==> config.mk <==
export PLATFORM = sky130hd
export DESIGN_NAME = line_frame_receive_ring_core
export DESIGN_NICKNAME = d
export VERILOG_FILES = /design/src/rtl/lfr_pkg.sv /design/src/rtl/line_frame_receive_ring_core.sv /design/src/rtl/lfr_ram.sv /design/src/rtl/lfr_front.sv /design/src/rtl/lfr_back.sv
export SDC_FILE = /design/constraint.sdc
export NUM_CORES = 2
export LEC_CHECK = 0
export ABC_CLOCK_PERIOD_IN_PS = 13550
export BUFFER_PORTS_ARGS = -buffer_cell sky130_fd_sc_hd__clkbuf_2
export CAP_MARGIN = 20
export CORE_ASPECT_RATIO = 0.6
export CORE_MARGIN = 10
export CORE_UTILIZATION = 38
export CTS_CLUSTER_SIZE = 10
export DETAILED_ROUTE_END_ITERATION = 12
export HOLD_SLACK_MARGIN = 0.12
export PLACE_DENSITY = 0.57
export SLEW_MARGIN = 0
export SYNTH_ARGS = -nofsm -noshare
export SYNTH_HDL_FRONTEND = slang
export SYNTH_SLANG_ARGS = --single-unit
==> constraint.sdc <==
create_clock -name i_clk -period 13.55 [get_ports i_clk]
set_clock_uncertainty 0.2 [all_clocks]
set_input_delay 1.355 -clock i_clk [delete_from_list [all_inputs] [get_ports i_clk]]
set_output_delay 1.355 -clock i_clk [all_outputs]
set_load 0.01 [all_outputs]
==> src/rtl/lfr_pkg.sv <==
// Shared types, constants and helpers of the line frame receive ring.
// Used by the front, back and top-level modules; depends on nothing else.
package lfr_pkg;

    localparam int SLOTS       = 6;
    localparam int SLOT_BYTES  = 64;
    localparam int SLOT_W      = $clog2(SLOTS);
    localparam int POS_W       = $clog2(SLOT_BYTES);
    localparam int LEN_W       = $clog2(SLOT_BYTES + 1);
    localparam int STORE_DEPTH = SLOTS * SLOT_BYTES;
    localparam int ADDR_W      = $clog2(STORE_DEPTH);

    localparam int QUEUE_DEPTH = 4;
    localparam int QPTR_W      = $clog2(QUEUE_DEPTH);
    localparam int QCNT_W      = $clog2(QUEUE_DEPTH + 1);

    localparam int CFG_IDX_W   = 2;
    localparam logic [CFG_IDX_W-1:0] CFG_END_CHAR = 2'd0;
    localparam logic [CFG_IDX_W-1:0] CFG_MIN_LEN  = 2'd1;

    localparam logic [7:0] END_CHAR_RST = 8'd10;
    localparam logic [5:0] MIN_LEN_RST  = 6'd3;
    localparam logic [7:0] TERM_BYTE    = 8'd0;

    localparam logic OP_RECV = 1'b0;
    localparam logic OP_POP  = 1'b1;

    localparam logic [1:0] KIND_STATUS = 2'd0;
    localparam logic [1:0] KIND_LINE   = 2'd1;
    localparam logic [1:0] KIND_EMPTY  = 2'd2;

    typedef struct packed {
        logic       op;
        logic [7:0] data;
        logic       is_end;
    } t_item;

    typedef struct packed {
        logic       strobe;
        logic [1:0] kind;
        logic [7:0] line_byte;
        logic       last_byte;
        logic       frame_done;
        logic       ring_full_warn;
        logic       overflow;
        logic       lines_pending;
    } t_result;

    function automatic logic [SLOT_W-1:0] next_slot(input logic [SLOT_W-1:0] s);
        return (s == SLOT_W'(SLOTS - 1)) ? '0 : s + SLOT_W'(1);
    endfunction

    function automatic logic [ADDR_W-1:0] slot_addr(input logic [SLOT_W-1:0] s,
                                                    input logic [POS_W-1:0]  p);
        return ADDR_W'(s) * ADDR_W'(SLOT_BYTES) + ADDR_W'(p);
    endfunction

endpackage

==> src/rtl/line_frame_receive_ring_core.sv <==
// Line frame receive ring: received bytes are split into lines kept in a ring of slots.
// Results are registered: a receive or an empty pop is reported from the idle state, closing a kept line
// passes through a terminator state, and a line pop streams its stored bytes from a pop state.
// The back end takes no new item until it is back in idle; line bytes come from the store read port.
// Reset: synchronous, active low; clears slot bookkeeping and queue, the store is not cleared.
// Depends on lfr_pkg, lfr_front, lfr_back and lfr_ram.
module line_frame_receive_ring_core
    import lfr_pkg::*;
(
    input  logic                 i_clk,
    input  logic                 i_rst_n,
    input  logic                 start,
    output logic                 busy,
    input  logic                 i_opcode,
    input  logic [7:0]           i_rx_byte,
    input  logic                 i_cfg_valid,
    output logic                 o_cfg_ready,
    input  logic [CFG_IDX_W-1:0] i_cfg_index,
    input  logic [7:0]           i_cfg_data,
    output logic                 o_strobe,
    output logic [1:0]           o_kind,
    output logic [7:0]           o_line_byte,
    output logic                 o_last_byte,
    output logic                 o_frame_done,
    output logic                 o_ring_full_warn,
    output logic                 o_overflow,
    output logic                 o_lines_pending
);

    logic       item_valid;
    logic       take;
    t_item      item;
    logic [5:0] min_len;
    t_result    result;

    assign o_cfg_ready = 1'b1;

    lfr_front u_front (
        .i_clk        (i_clk),
        .i_rst_n      (i_rst_n),
        .start        (start),
        .busy         (busy),
        .i_opcode     (i_opcode),
        .i_rx_byte    (i_rx_byte),
        .i_cfg_valid  (i_cfg_valid),
        .i_cfg_index  (i_cfg_index),
        .i_cfg_data   (i_cfg_data),
        .i_take       (take),
        .o_item_valid (item_valid),
        .o_item       (item),
        .o_min_len    (min_len)
    );

    lfr_back u_back (
        .i_clk        (i_clk),
        .i_rst_n      (i_rst_n),
        .i_item_valid (item_valid),
        .i_item       (item),
        .o_take       (take),
        .i_min_len    (min_len),
        .o_result     (result)
    );

    assign o_strobe         = result.strobe;
    assign o_kind           = result.kind;
    assign o_line_byte      = result.line_byte;
    assign o_last_byte      = result.last_byte;
    assign o_frame_done     = result.frame_done;
    assign o_ring_full_warn = result.ring_full_warn;
    assign o_overflow       = result.overflow;
    assign o_lines_pending  = result.lines_pending;

    // A full-ring warning only comes with a completed line.
    a_warn_needs_done: assert property (@(posedge i_clk) disable iff (!i_rst_n)
        o_strobe && o_ring_full_warn |-> o_frame_done)
        else $error("ring full warning without completed line");

    // Only line results carry store data.
    a_line_fields: assert property (@(posedge i_clk) disable iff (!i_rst_n)
        o_strobe && (o_kind != KIND_LINE) |-> (o_line_byte == 8'd0) && !o_last_byte)
        else $error("line data on a non-line result");

    // An empty pop means no line is waiting.
    a_empty_pending: assert property (@(posedge i_clk) disable iff (!i_rst_n)
        o_strobe && (o_kind == KIND_EMPTY) |-> !o_lines_pending)
        else $error("empty report while lines pending");

    // The sequencer passes through idle after a line, so no line byte follows the last one.
    a_last_ends_line: assert property (@(posedge i_clk) disable iff (!i_rst_n)
        o_strobe && o_last_byte |=> !(o_strobe && (o_kind == KIND_LINE)))
        else $error("line byte right after last byte");

endmodule

==> src/rtl/lfr_ram.sv <==
// Generic simple dual-port RAM: one write port, one read port, registered read.
// Stand-alone; no package dependency.
module lfr_ram #(
    parameter int WIDTH = 8,
    parameter int DEPTH = 64
) (
    input  logic                     i_clk,
    input  logic                     i_we,
    input  logic [$clog2(DEPTH)-1:0] i_waddr,
    input  logic [WIDTH-1:0]         i_wdata,
    input  logic                     i_re,
    input  logic [$clog2(DEPTH)-1:0] i_raddr,
    output logic [WIDTH-1:0]         o_rdata
);

    logic [WIDTH-1:0] r_mem [DEPTH];
    logic [WIDTH-1:0] r_rdata;

    always_ff @(posedge i_clk) begin
        if (i_we) begin
            r_mem[i_waddr] <= i_wdata;
        end
        if (i_re) begin
            r_rdata <= r_mem[i_raddr];
        end
    end

    assign o_rdata = r_rdata;

endmodule

==> src/rtl/lfr_front.sv <==
// Front end: configuration registers, end-character classification and the item queue.
// Depends on lfr_pkg.
module lfr_front
    import lfr_pkg::*;
(
    input  logic                 i_clk,
    input  logic                 i_rst_n,
    input  logic                 start,
    output logic                 busy,
    input  logic                 i_opcode,
    input  logic [7:0]           i_rx_byte,
    input  logic                 i_cfg_valid,
    input  logic [CFG_IDX_W-1:0] i_cfg_index,
    input  logic [7:0]           i_cfg_data,
    input  logic                 i_take,
    output logic                 o_item_valid,
    output t_item                o_item,
    output logic [5:0]           o_min_len
);

    logic [7:0]        r_end_char;
    logic [5:0]        r_min_len;
    t_item             r_q [QUEUE_DEPTH];
    logic [QPTR_W-1:0] r_wp;
    logic [QPTR_W-1:0] r_rp;
    logic [QCNT_W-1:0] r_cnt;
    logic              push;
    t_item             new_item;

    assign busy         = (r_cnt == QCNT_W'(QUEUE_DEPTH));
    assign push         = start && !busy;
    assign o_item_valid = (r_cnt != '0);
    assign o_item       = r_q[r_rp];
    assign o_min_len    = r_min_len;

    always_comb begin
        new_item.op     = i_opcode;
        new_item.data   = i_rx_byte;
        new_item.is_end = (i_rx_byte == r_end_char);
    end

    always_ff @(posedge i_clk) begin
        if (!i_rst_n) begin
            r_end_char <= END_CHAR_RST;
            r_min_len  <= MIN_LEN_RST;
        end else if (i_cfg_valid) begin
            if (i_cfg_index == CFG_END_CHAR) begin
                r_end_char <= i_cfg_data;
            end else if (i_cfg_index == CFG_MIN_LEN) begin
                r_min_len <= i_cfg_data[5:0];
            end
        end
    end

    always_ff @(posedge i_clk) begin
        if (push) begin
            r_q[r_wp] <= new_item;
        end
    end

    always_ff @(posedge i_clk) begin
        if (!i_rst_n) begin
            r_wp  <= '0;
            r_rp  <= '0;
            r_cnt <= '0;
        end else begin
            if (push) begin
                r_wp <= r_wp + QPTR_W'(1);
            end
            if (i_take) begin
                r_rp <= r_rp + QPTR_W'(1);
            end
            if (push && !i_take) begin
                r_cnt <= r_cnt + QCNT_W'(1);
            end else if (!push && i_take) begin
                r_cnt <= r_cnt - QCNT_W'(1);
            end
        end
    end

endmodule

==> src/rtl/lfr_back.sv <==
// Back end: slot bookkeeping, line store and result sequencing.
// Depends on lfr_pkg and lfr_ram.
module lfr_back
    import lfr_pkg::*;
(
    input  logic       i_clk,
    input  logic       i_rst_n,
    input  logic       i_item_valid,
    input  t_item      i_item,
    output logic       o_take,
    input  logic [5:0] i_min_len,
    output t_result    o_result
);

    localparam logic [1:0] ST_IDLE = 2'd0;
    localparam logic [1:0] ST_TERM = 2'd1;
    localparam logic [1:0] ST_POP  = 2'd2;

    logic [1:0]        r_state, n_state;
    logic [SLOT_W-1:0] r_ws, n_ws;
    logic [SLOT_W-1:0] r_rs, n_rs;
    logic [POS_W-1:0]  r_wc, n_wc;
    logic [SLOTS-1:0]  r_valid, n_valid;
    logic [LEN_W-1:0]  r_len [SLOTS];
    logic [LEN_W-1:0]  n_len [SLOTS];
    logic [POS_W-1:0]  r_cnt, n_cnt;
    logic              r_ovf, n_ovf;
    logic [SLOT_W-1:0] r_pslot, n_pslot;
    logic [POS_W-1:0]  r_pidx, n_pidx;
    logic [LEN_W-1:0]  r_plen, n_plen;
    logic              r_after, n_after;

    logic              r_strobe, n_strobe;
    logic [1:0]        r_kind, n_kind;
    logic              r_last, n_last;
    logic              r_done, n_done;
    logic              r_warn, n_warn;
    logic              r_ovf_o, n_ovf_o;
    logic              r_pend, n_pend;
    logic              r_from_ram, n_from_ram;

    logic              we;
    logic [ADDR_W-1:0] waddr;
    logic [7:0]        wdata;
    logic              re;
    logic [ADDR_W-1:0] raddr;
    logic [7:0]        rdata;

    lfr_ram #(
        .WIDTH (8),
        .DEPTH (STORE_DEPTH)
    ) u_store (
        .i_clk   (i_clk),
        .i_we    (we),
        .i_waddr (waddr),
        .i_wdata (wdata),
        .i_re    (re),
        .i_raddr (raddr),
        .o_rdata (rdata)
    );

    always_comb begin
        logic              room;
        logic [POS_W-1:0]  cnt;
        logic [SLOT_W-1:0] nx;
        logic              last;

        n_state    = r_state;
        n_ws       = r_ws;
        n_rs       = r_rs;
        n_wc       = r_wc;
        n_valid    = r_valid;
        n_len      = r_len;
        n_cnt      = r_cnt;
        n_ovf      = r_ovf;
        n_pslot    = r_pslot;
        n_pidx     = r_pidx;
        n_plen     = r_plen;
        n_after    = r_after;
        n_strobe   = 1'b0;
        n_kind     = KIND_STATUS;
        n_last     = 1'b0;
        n_done     = 1'b0;
        n_warn     = 1'b0;
        n_ovf_o    = 1'b0;
        n_pend     = r_pend;
        n_from_ram = 1'b0;
        o_take     = 1'b0;
        we         = 1'b0;
        waddr      = slot_addr(r_ws, r_wc);
        wdata      = i_item.data;
        re         = 1'b0;
        raddr      = slot_addr(r_pslot, r_pidx);
        room       = (r_wc < POS_W'(SLOT_BYTES - 1));
        cnt        = room ? r_wc + POS_W'(1) : r_wc;
        nx         = next_slot(r_ws);
        last       = ((LEN_W'(r_pidx) + LEN_W'(1)) == r_plen);

        unique case (r_state)
            ST_IDLE: begin
                if (i_item_valid) begin
                    o_take = 1'b1;
                    if (i_item.op == OP_RECV) begin
                        we = room;
                        if (i_item.is_end && (8'(cnt) > 8'(i_min_len))) begin
                            // Closing a kept line: terminator goes in on the next cycle.
                            n_cnt   = cnt;
                            n_ovf   = !room;
                            n_state = ST_TERM;
                        end else begin
                            n_wc     = i_item.is_end ? '0 : cnt;
                            n_strobe = 1'b1;
                            n_ovf_o  = !room;
                            n_pend   = r_valid[r_rs];
                        end
                    end else if (!r_valid[r_rs]) begin
                        n_strobe = 1'b1;
                        n_kind   = KIND_EMPTY;
                        n_pend   = 1'b0;
                    end else begin
                        n_pslot          = r_rs;
                        n_pidx           = '0;
                        n_plen           = r_len[r_rs];
                        n_valid[r_rs]    = 1'b0;
                        n_rs             = next_slot(r_rs);
                        n_after          = r_valid[next_slot(r_rs)];
                        n_state          = ST_POP;
                    end
                end
            end
            ST_TERM: begin
                we            = 1'b1;
                waddr         = slot_addr(r_ws, r_cnt);
                wdata         = TERM_BYTE;
                n_len[r_ws]   = LEN_W'(r_cnt) + LEN_W'(1);
                n_valid[r_ws] = 1'b1;
                n_warn        = r_valid[nx];
                if (!r_valid[nx]) begin
                    n_ws = nx;
                end
                n_wc     = '0;
                n_strobe = 1'b1;
                n_done   = 1'b1;
                n_ovf_o  = r_ovf;
                n_pend   = (r_rs == r_ws) ? 1'b1 : r_valid[r_rs];
                n_state  = ST_IDLE;
            end
            ST_POP: begin
                re         = 1'b1;
                n_strobe   = 1'b1;
                n_kind     = KIND_LINE;
                n_from_ram = 1'b1;
                n_pend     = r_after;
                n_last     = last;
                n_pidx     = r_pidx + POS_W'(1);
                if (last) begin
                    n_state = ST_IDLE;
                end
            end
            default: begin
                n_state = ST_IDLE;
            end
        endcase
    end

    always_ff @(posedge i_clk) begin
        if (!i_rst_n) begin
            r_state  <= ST_IDLE;
            r_ws     <= '0;
            r_rs     <= '0;
            r_wc     <= '0;
            r_valid  <= '0;
            r_strobe <= 1'b0;
            r_pend   <= 1'b0;
        end else begin
            r_state  <= n_state;
            r_ws     <= n_ws;
            r_rs     <= n_rs;
            r_wc     <= n_wc;
            r_valid  <= n_valid;
            r_strobe <= n_strobe;
            r_pend   <= n_pend;
        end
    end

    always_ff @(posedge i_clk) begin
        r_len      <= n_len;
        r_cnt      <= n_cnt;
        r_ovf      <= n_ovf;
        r_pslot    <= n_pslot;
        r_pidx     <= n_pidx;
        r_plen     <= n_plen;
        r_after    <= n_after;
        r_kind     <= n_kind;
        r_last     <= n_last;
        r_done     <= n_done;
        r_warn     <= n_warn;
        r_ovf_o    <= n_ovf_o;
        r_from_ram <= n_from_ram;
    end

    always_comb begin
        o_result.strobe         = r_strobe;
        o_result.kind           = r_kind;
        o_result.line_byte      = r_from_ram ? rdata : 8'd0;
        o_result.last_byte      = r_last;
        o_result.frame_done     = r_done;
        o_result.ring_full_warn = r_warn;
        o_result.overflow       = r_ovf_o;
        o_result.lines_pending  = r_pend;
    end

endmodule
== Word level (Yosys, flattened, before mapping) ==
Memory sizes are Yosys's and may differ from the RTL's. A register that Yosys moved wholly into a read port is not among the register bits.
Cells that the tools add are included.

* Register bits after elaboration: 116
* Bits in writable memories: 3112
* Input bits: 23
* Output and inout port bits: 18
* Logic and storage cells: 187
* Memories: 2

{| class="wikitable"
|+ Memories
! memory !! words !! bits a word !! rd ports !! clocked after memory_dff !! write ports !! RTL line !! text
|-
| u_back.u_store.r_mem || 384 || 8 || 1 || 1 || 1 || lfr_ram.sv:16 || <nowiki>logic [WIDTH-1:0] r_mem [DEPTH];</nowiki>
|-
| u_front.r_q || 4 || 10 || 1 || 1 || 1 || lfr_front.sv:23 || <nowiki>t_item r_q [QUEUE_DEPTH];</nowiki>
|}

* Add/subtract/negate cells: 13
* Order comparisons: 11
* Equality and inequality tests: 19
* Muxes and demuxes: 75
* Bitwise operators: 8
* Reductions and logical operators: 29

{| class="wikitable"
|+ Operators with widths
! kind !! count
|-
| two-way mux 6 bit || 11
|-
| bitwise mux 42 bit || 1
|-
| one-hot mux 6 bit (2 select lines) || 3
|-
| AND reduction 4 bit || 7
|-
| adder 9 x 6 -> 9 bit || 3
|-
| two-way mux 1 bit || 27
|-
| binary-select mux 7 bit (select 3 bit) || 1
|-
| demux 7 bit (select 3 bit) || 1
|-
| two-way mux 7 bit || 3
|-
| two-way mux 2 bit || 10
|-
| < comparator 3 x 4 -> 1 bit (second input constant) || 4
|-
| two-way mux 8 bit || 2
|-
| adder 6 x 1 -> 7 bit (second input constant) || 2
|-
| adder 6 x 1 -> 6 bit (second input constant) || 2
|-
| two-way mux 3 bit || 4
|-
| adder 3 x 1 -> 3 bit (second input constant) || 3
|-
| binary-select mux 1 bit (select 3 bit) || 3
|-
| equality test 3 bit (second input constant) || 3
|-
| two-way mux 9 bit || 1
|-
| equality test 8 bit || 1
|-
| >= comparator 4 bit (second input constant) || 2
|-
| inverter 3 -> 4 bit || 2
|-
| one-hot mux 2 bit (2 select lines) || 2
|-
| equality test 7 bit || 1
|-
| other kinds (29) || 56
|}

== Longest topological paths before layout ==
* Depth after elaboration: 10
* Gate-level depth with buffers: 15
* Depth with buffers taken out: 14

== Modules after synthesis ==
Synthesis repeated with hierarchy kept, for this count alone.

* Cell total of the unflattened synthesis: 6009
* Area total of the unflattened synthesis: 126835.4 µm²

{| class="wikitable"
|+ Modules (own cells, without submodules)
! module !! instances !! cells each !! area an instance (µm²) !! seq. area each (µm²)
|-
| lfr_ram || 1 || 5415 || 119504.6 || 92488.7
|-
| lfr_back || 1 || 435 || 4770.8 || 2562.5
|-
| lfr_front || 1 || 157 || 2548.7 || 1661.6
|-
| line_frame_receive_ring_core || 1 || 2 || 11.3 || 0.0
|}

== Worst setup path after synthesis ==
Ideal clock, no wire load.

* Path type: register -> register
* Start: register u_back.r_state[1]
* End: memory u_back.u_store.r_mem[0][5], data pin
* Setup time: 2.093 ns
* Arrival: 10.552 ns
* Data required time: 11.257 ns
* Setup slack: 0.705 ns
* Stages on the path, launching flop included: 7
* Buffers on the path: 3
* Period minus slack after synthesis: 12.845 ns
* Cells stage by stage: dfxtp_1 inv_1 ha_1 clkbuf_1 buf_1 clkbuf_1 nor2b_1

* Longest elaborated chain between the ends: 2

{| class="wikitable"
|+ RTL lines
! element !! RTL line !! text
|-
| start: declaration || lfr_back.sv:19 || <nowiki>logic [1:0] r_state, n_state;</nowiki>
|-
| start signal: assignment || lfr_back.sv:176 || <nowiki>r_state <= n_state;</nowiki>
|-
| equality test 2 x 1 -> 1 bit || lfr_back.sv:99 || <nowiki>unique case (r_state)</nowiki>
|-
| two-way mux 8 bit || lfr_back.sv:99 ||
|-
| named net u_back.u_store.i_wdata[5] || lfr_ram.sv:10 || <nowiki>input logic [WIDTH-1:0] i_wdata,</nowiki>
|-
| end: declaration || lfr_ram.sv:16 ||
|}

The timed path passes the listed nets, and every way through them passes these cells.

== Final worst setup path ==
* Start: register u_back.r_pidx[0]
* End: register u_back.u_store.r_rdata[4] (netlist: u_back.u_store.o_rdata[4]), read port of u_back.u_store.r_mem, data pin

* Longest elaborated chain between the ends: 1

{| class="wikitable"
|+ RTL lines
! element !! RTL line !! text
|-
| start: declaration || lfr_back.sv:29 || <nowiki>logic [POS_W-1:0] r_pidx, n_pidx;</nowiki>
|-
| start signal: assignment || lfr_back.sv:191 || <nowiki>r_pidx <= n_pidx;</nowiki>
|-
| adder 9 x 6 -> 9 bit || lfr_pkg.sv:55 || <nowiki>return ADDR_W'(s) * ADDR_W'(SLOT_BYTES) + ADDR_W'(p);</nowiki>
|-
| end: declaration || lfr_ram.sv:17 || <nowiki>logic [WIDTH-1:0] r_rdata;</nowiki>
|}

Every way passes these cells.
A chain may end at the register's enable or synchronous reset.

==> results.cfg <==
[outcome]
status = finished with violations
violations = slew limit

[final_layout]
drive_above_1_share = 0.2184
nFillCells = 28370
final_area_um2 = 141900
nNetsFinal = 6398
utilization = 0.4268
area_growth_pct = 11.98

[detailed_routing]
dr.pass1.iters = 6
antenna_left = 0
wl_per_cell_um = 32.47
drtIter0Drc = 9408
totalWireLength_um = 351600
vias = 64380
viasPerCell = 5.945
drc = 0

[logic_synthesis]
synth_cells = 6136
synth_top_area_frac = 0.7551
synth_top_area_cell = edfxtp_1
syn_area_per_cell_um2 = 20.65
synth_edf_count = 3186
synth.distinct_cells = 69
synth-adder-area-share = 0.002034
synth-simple-area-share = 0.03127
yosysWarningCount = 0
syn_area_um2 = 126700
synth_compound_area_frac = 0.03044
syn-num-nets = 6179
async_reset_ff_frac = 0
synth-seq-cells = 3238
synth_mux_area_frac = 0.1531
synth_top_family_by_area = multiplexers
synthTopCellsByArea = edfxtp_1 (76%), mux4_2 (13%), mux2i_1 (2.1%), nor2_1 (1.4%), a22oi_1 (1.3%)
ys.flop_type = edfxtp_1
synth-seq-area-share = 0.7634
synth-xor-area-share = 0.002390

[place]
place_congestion = 0.8394
hpwlAfterDp_um = 214200
io_buffer_count = 39
placed_cell_area_um2 = 132000

[critical_path]
critPathMaxFanout = 93
worstSetupEndpointType = flip-flop
reg2reg_to = u_back.u_store.o_rdata[4]
critPathLaunchType = flip-flop
critPathKind = flip-flop to flip-flop
r2r_cells = 9
r2r-start = u_back.r_pidx[0]
r2r_setup_slack_ns = 7.44
critPathRequiredTime_ns = 13.95
crit_arrival_ns = 6.51
endpoint = u_back.u_store.o_rdata[4]
cp-startpoint = u_back.r_pidx[0]

[global_route]
grtUsageMet3 = 0.05724
busiest_layer = met1
grt-ovfl-total = 0
gr-usage-met2 = 0.2538
use_met1 = 0.3089
grt_max_degree = 210
antenna_found_initial = 25
grt_pass1_vias = 62650
grt_pass1_wl_um = 494400
grt_usage = 0.1919

[floorplan]
die_w_um = 765.4
die_h_um = 467.3
start_util = 0.3811
dieArea_um2 = 357700
pin_count = 41
core_area_um2 = 332400
rows = 164

[cts]
cts.sinks = 3238
cts_setup_buffers = 0
cts_max_level = 5
cts_buffers = 366
clk_pin_slew_ns = 0.06
tritoncts = done
cts_root_buffer = clkbuf_16
hold_buffers = 0
cts_buffer_depth = 4
cts_resized = 0
clkLatencyLatePin_ns = 0.92

[worst_hold_path]
min_path_type = flip-flop to flip-flop

[sta]
finalHoldViolations = 0
rsz0062_at_grt = no
whs_ns = 0.2994
tightest_slew_ns = 1.554
setup_viol = 0
maxSlewViolCount = 37
slew-limit-headroom = -0.03589
max_freq_mhz = 163.7
period_share = 0.4509
period_minus_slack_ns = 6.110
tns_ns = 0

[power]
power.density_nw_per_um2 = 165.1
p_leak_nw = 43.78
peakVddDrop_mv = 0.2175

[job]
max_cap_viol_count = 0
## layer usage
layer | vias to the layer above | part of all wire
li1 | 25720 | -
met1 | 34560 | 0.46
met2 | 3638 | 0.40
met3 | 453 | 0.12
met4 | 8 | 0.019
met5 | - | 0.00016
## cells in the final DEF (no fill, tap or decap), types with 11 or more instances in the layout
cell and count:
a211oi_1 35, a21oi_1 90, a221oi_1 28, a22o_1 16, a22oi_1 215, a32oi_1 19, and2_1 27, and3_1 11
buf_12 13, buf_4 137, buf_6 11, clkbuf_1 51, clkbuf_16 374, clkbuf_2 39, dfxtp_1 52, edfxtp_1 3186
ha_1 18, inv_1 27, mux2_2 12, mux2i_1 260, mux4_2 729, nand2_1 173, nand2b_1 14, nand3_1 59
nor2_1 484, nor2b_4 12, nor3_1 28, o21ai_0 39, o221ai_1 11, o22ai_1 14, xnor2_1 23
## cell families (layout without fill, tap and decap cells)
logic type,after synthesis,count (layout)
XOR/XNOR,33,33
AND/OR/NAND/NOR,900,900
buffers and inverters,393,681
other,1,7
flip-flops,3238,3238
adder cells (fa/ha/maj),20,20
multiplexers,1010,1010
AO/OA/AOI/OAI,541,541
## worst max-delay path, stage by stage (launching register included)
cell and delay, ns:
edfxtp_1 0.41, buf_12 0.58, buf_12 0.56, buf_4 0.72
mux4_2 0.62, mux4_2 0.47, a22oi_1 0.65, nand2_1 0.34
o21ai_0 0.78, a31oi_1 0.09
## cell usage after synthesis (14+ instances only)
master,n
nor2_1,488
edfxtp_1,3186
a21oi_1,90
and2_1,29
o22ai_1,14
nor2b_1,23
a221oi_1,28
a211oi_1,35
a22oi_1,215
nand3_1,68
clkbuf_1,149
mux2i_1,260
nor3_1,30
o21ai_0,39
buf_6,51
nand2b_1,14
buf_1,32
a22o_1,16
nand2_1,173
inv_1,28
a32oi_1,19
dfxtp_1,52
buf_4,34
xnor2_1,23
buf_2,85
ha_1,19
mux4_2,729
## registers in the layout, indices dropped and copies added, names as in the netlist, 2 cells and up, named ones only
name                    cells
u_front.r_wp                2
u_back.r_valid              6
u_front.r_end_char          8
u_back.r_pslot              3
u_back.r_state              2
u_back.r_cnt                6
u_front.r_q                40
u_back.r_len               42
u_back.r_wc                 6
u_back.u_store.r_mem     3072
u_front.r_cnt               3
u_back.u_store.o_rdata      8
u_back.r_plen               7
u_front.r_rp                2
u_back.r_kind               2
u_back.r_rs                 3
u_back.r_ws                 3
u_front.o_min_len           6
u_back.r_pidx               6
## worst min path at each step
stage / depth (start not counted) / endpoint / slack (ns) / startpoint
global placement: 2 / u_front.o_min_len[5] / 0.28 / u_front.o_min_len[5]
finish: 2 / u_front.o_min_len[0] / 0.30 / u_front.o_min_len[0]
global route: 2 / u_front.o_min_len[5] / 0.32 / u_front.o_min_len[5]
floorplan: 0 / u_back.r_pslot[1] / 0.21 / u_back.r_rs[1]
detailed placement: 2 / u_front.o_min_len[0] / 0.29 / u_front.o_min_len[0]
CTS: 2 / u_front.o_min_len[0] / 0.30 / u_front.o_min_len[0]
## where the power goes
group	total [mW]	internal (mW)	switching (mW)	leakage, nW
Clock	8.64	4.90	3.75	4.74
Sequential	12.6	12.6	0.0336	29.1
Combinational	2.16	0.228	1.93	9.97
## layout make-up
cell class	instances	area, um^2	share of cell area
Sequential cell	3238	96710	0.6817
Multi-Input combinational cell	2505	28070	0.1978
Clock buffer	425	9550	0.06732
Tap cell	4399	5504	0.03880
Timing Repair Buffer	211	1747	0.01231
Clock inverter	12	141.4	0.0009966
Inverter	33	128.9	0.0009084
Antenna cell	6	15.01	0.0001058
## stage by stage
step                      instances  total power [mW]  setup WS [ns]
final                         10830             23.43          7.440
after detailed placement      10370             15.00          7.578
after global placement        10350             14.87          7.637
after floorplan                6136             14.54         0.7052
after CTS                     10810             23.53          7.597
after global routing          10820             24.12          7.446
No activity file was read; power rests on OpenSTA's default activity.
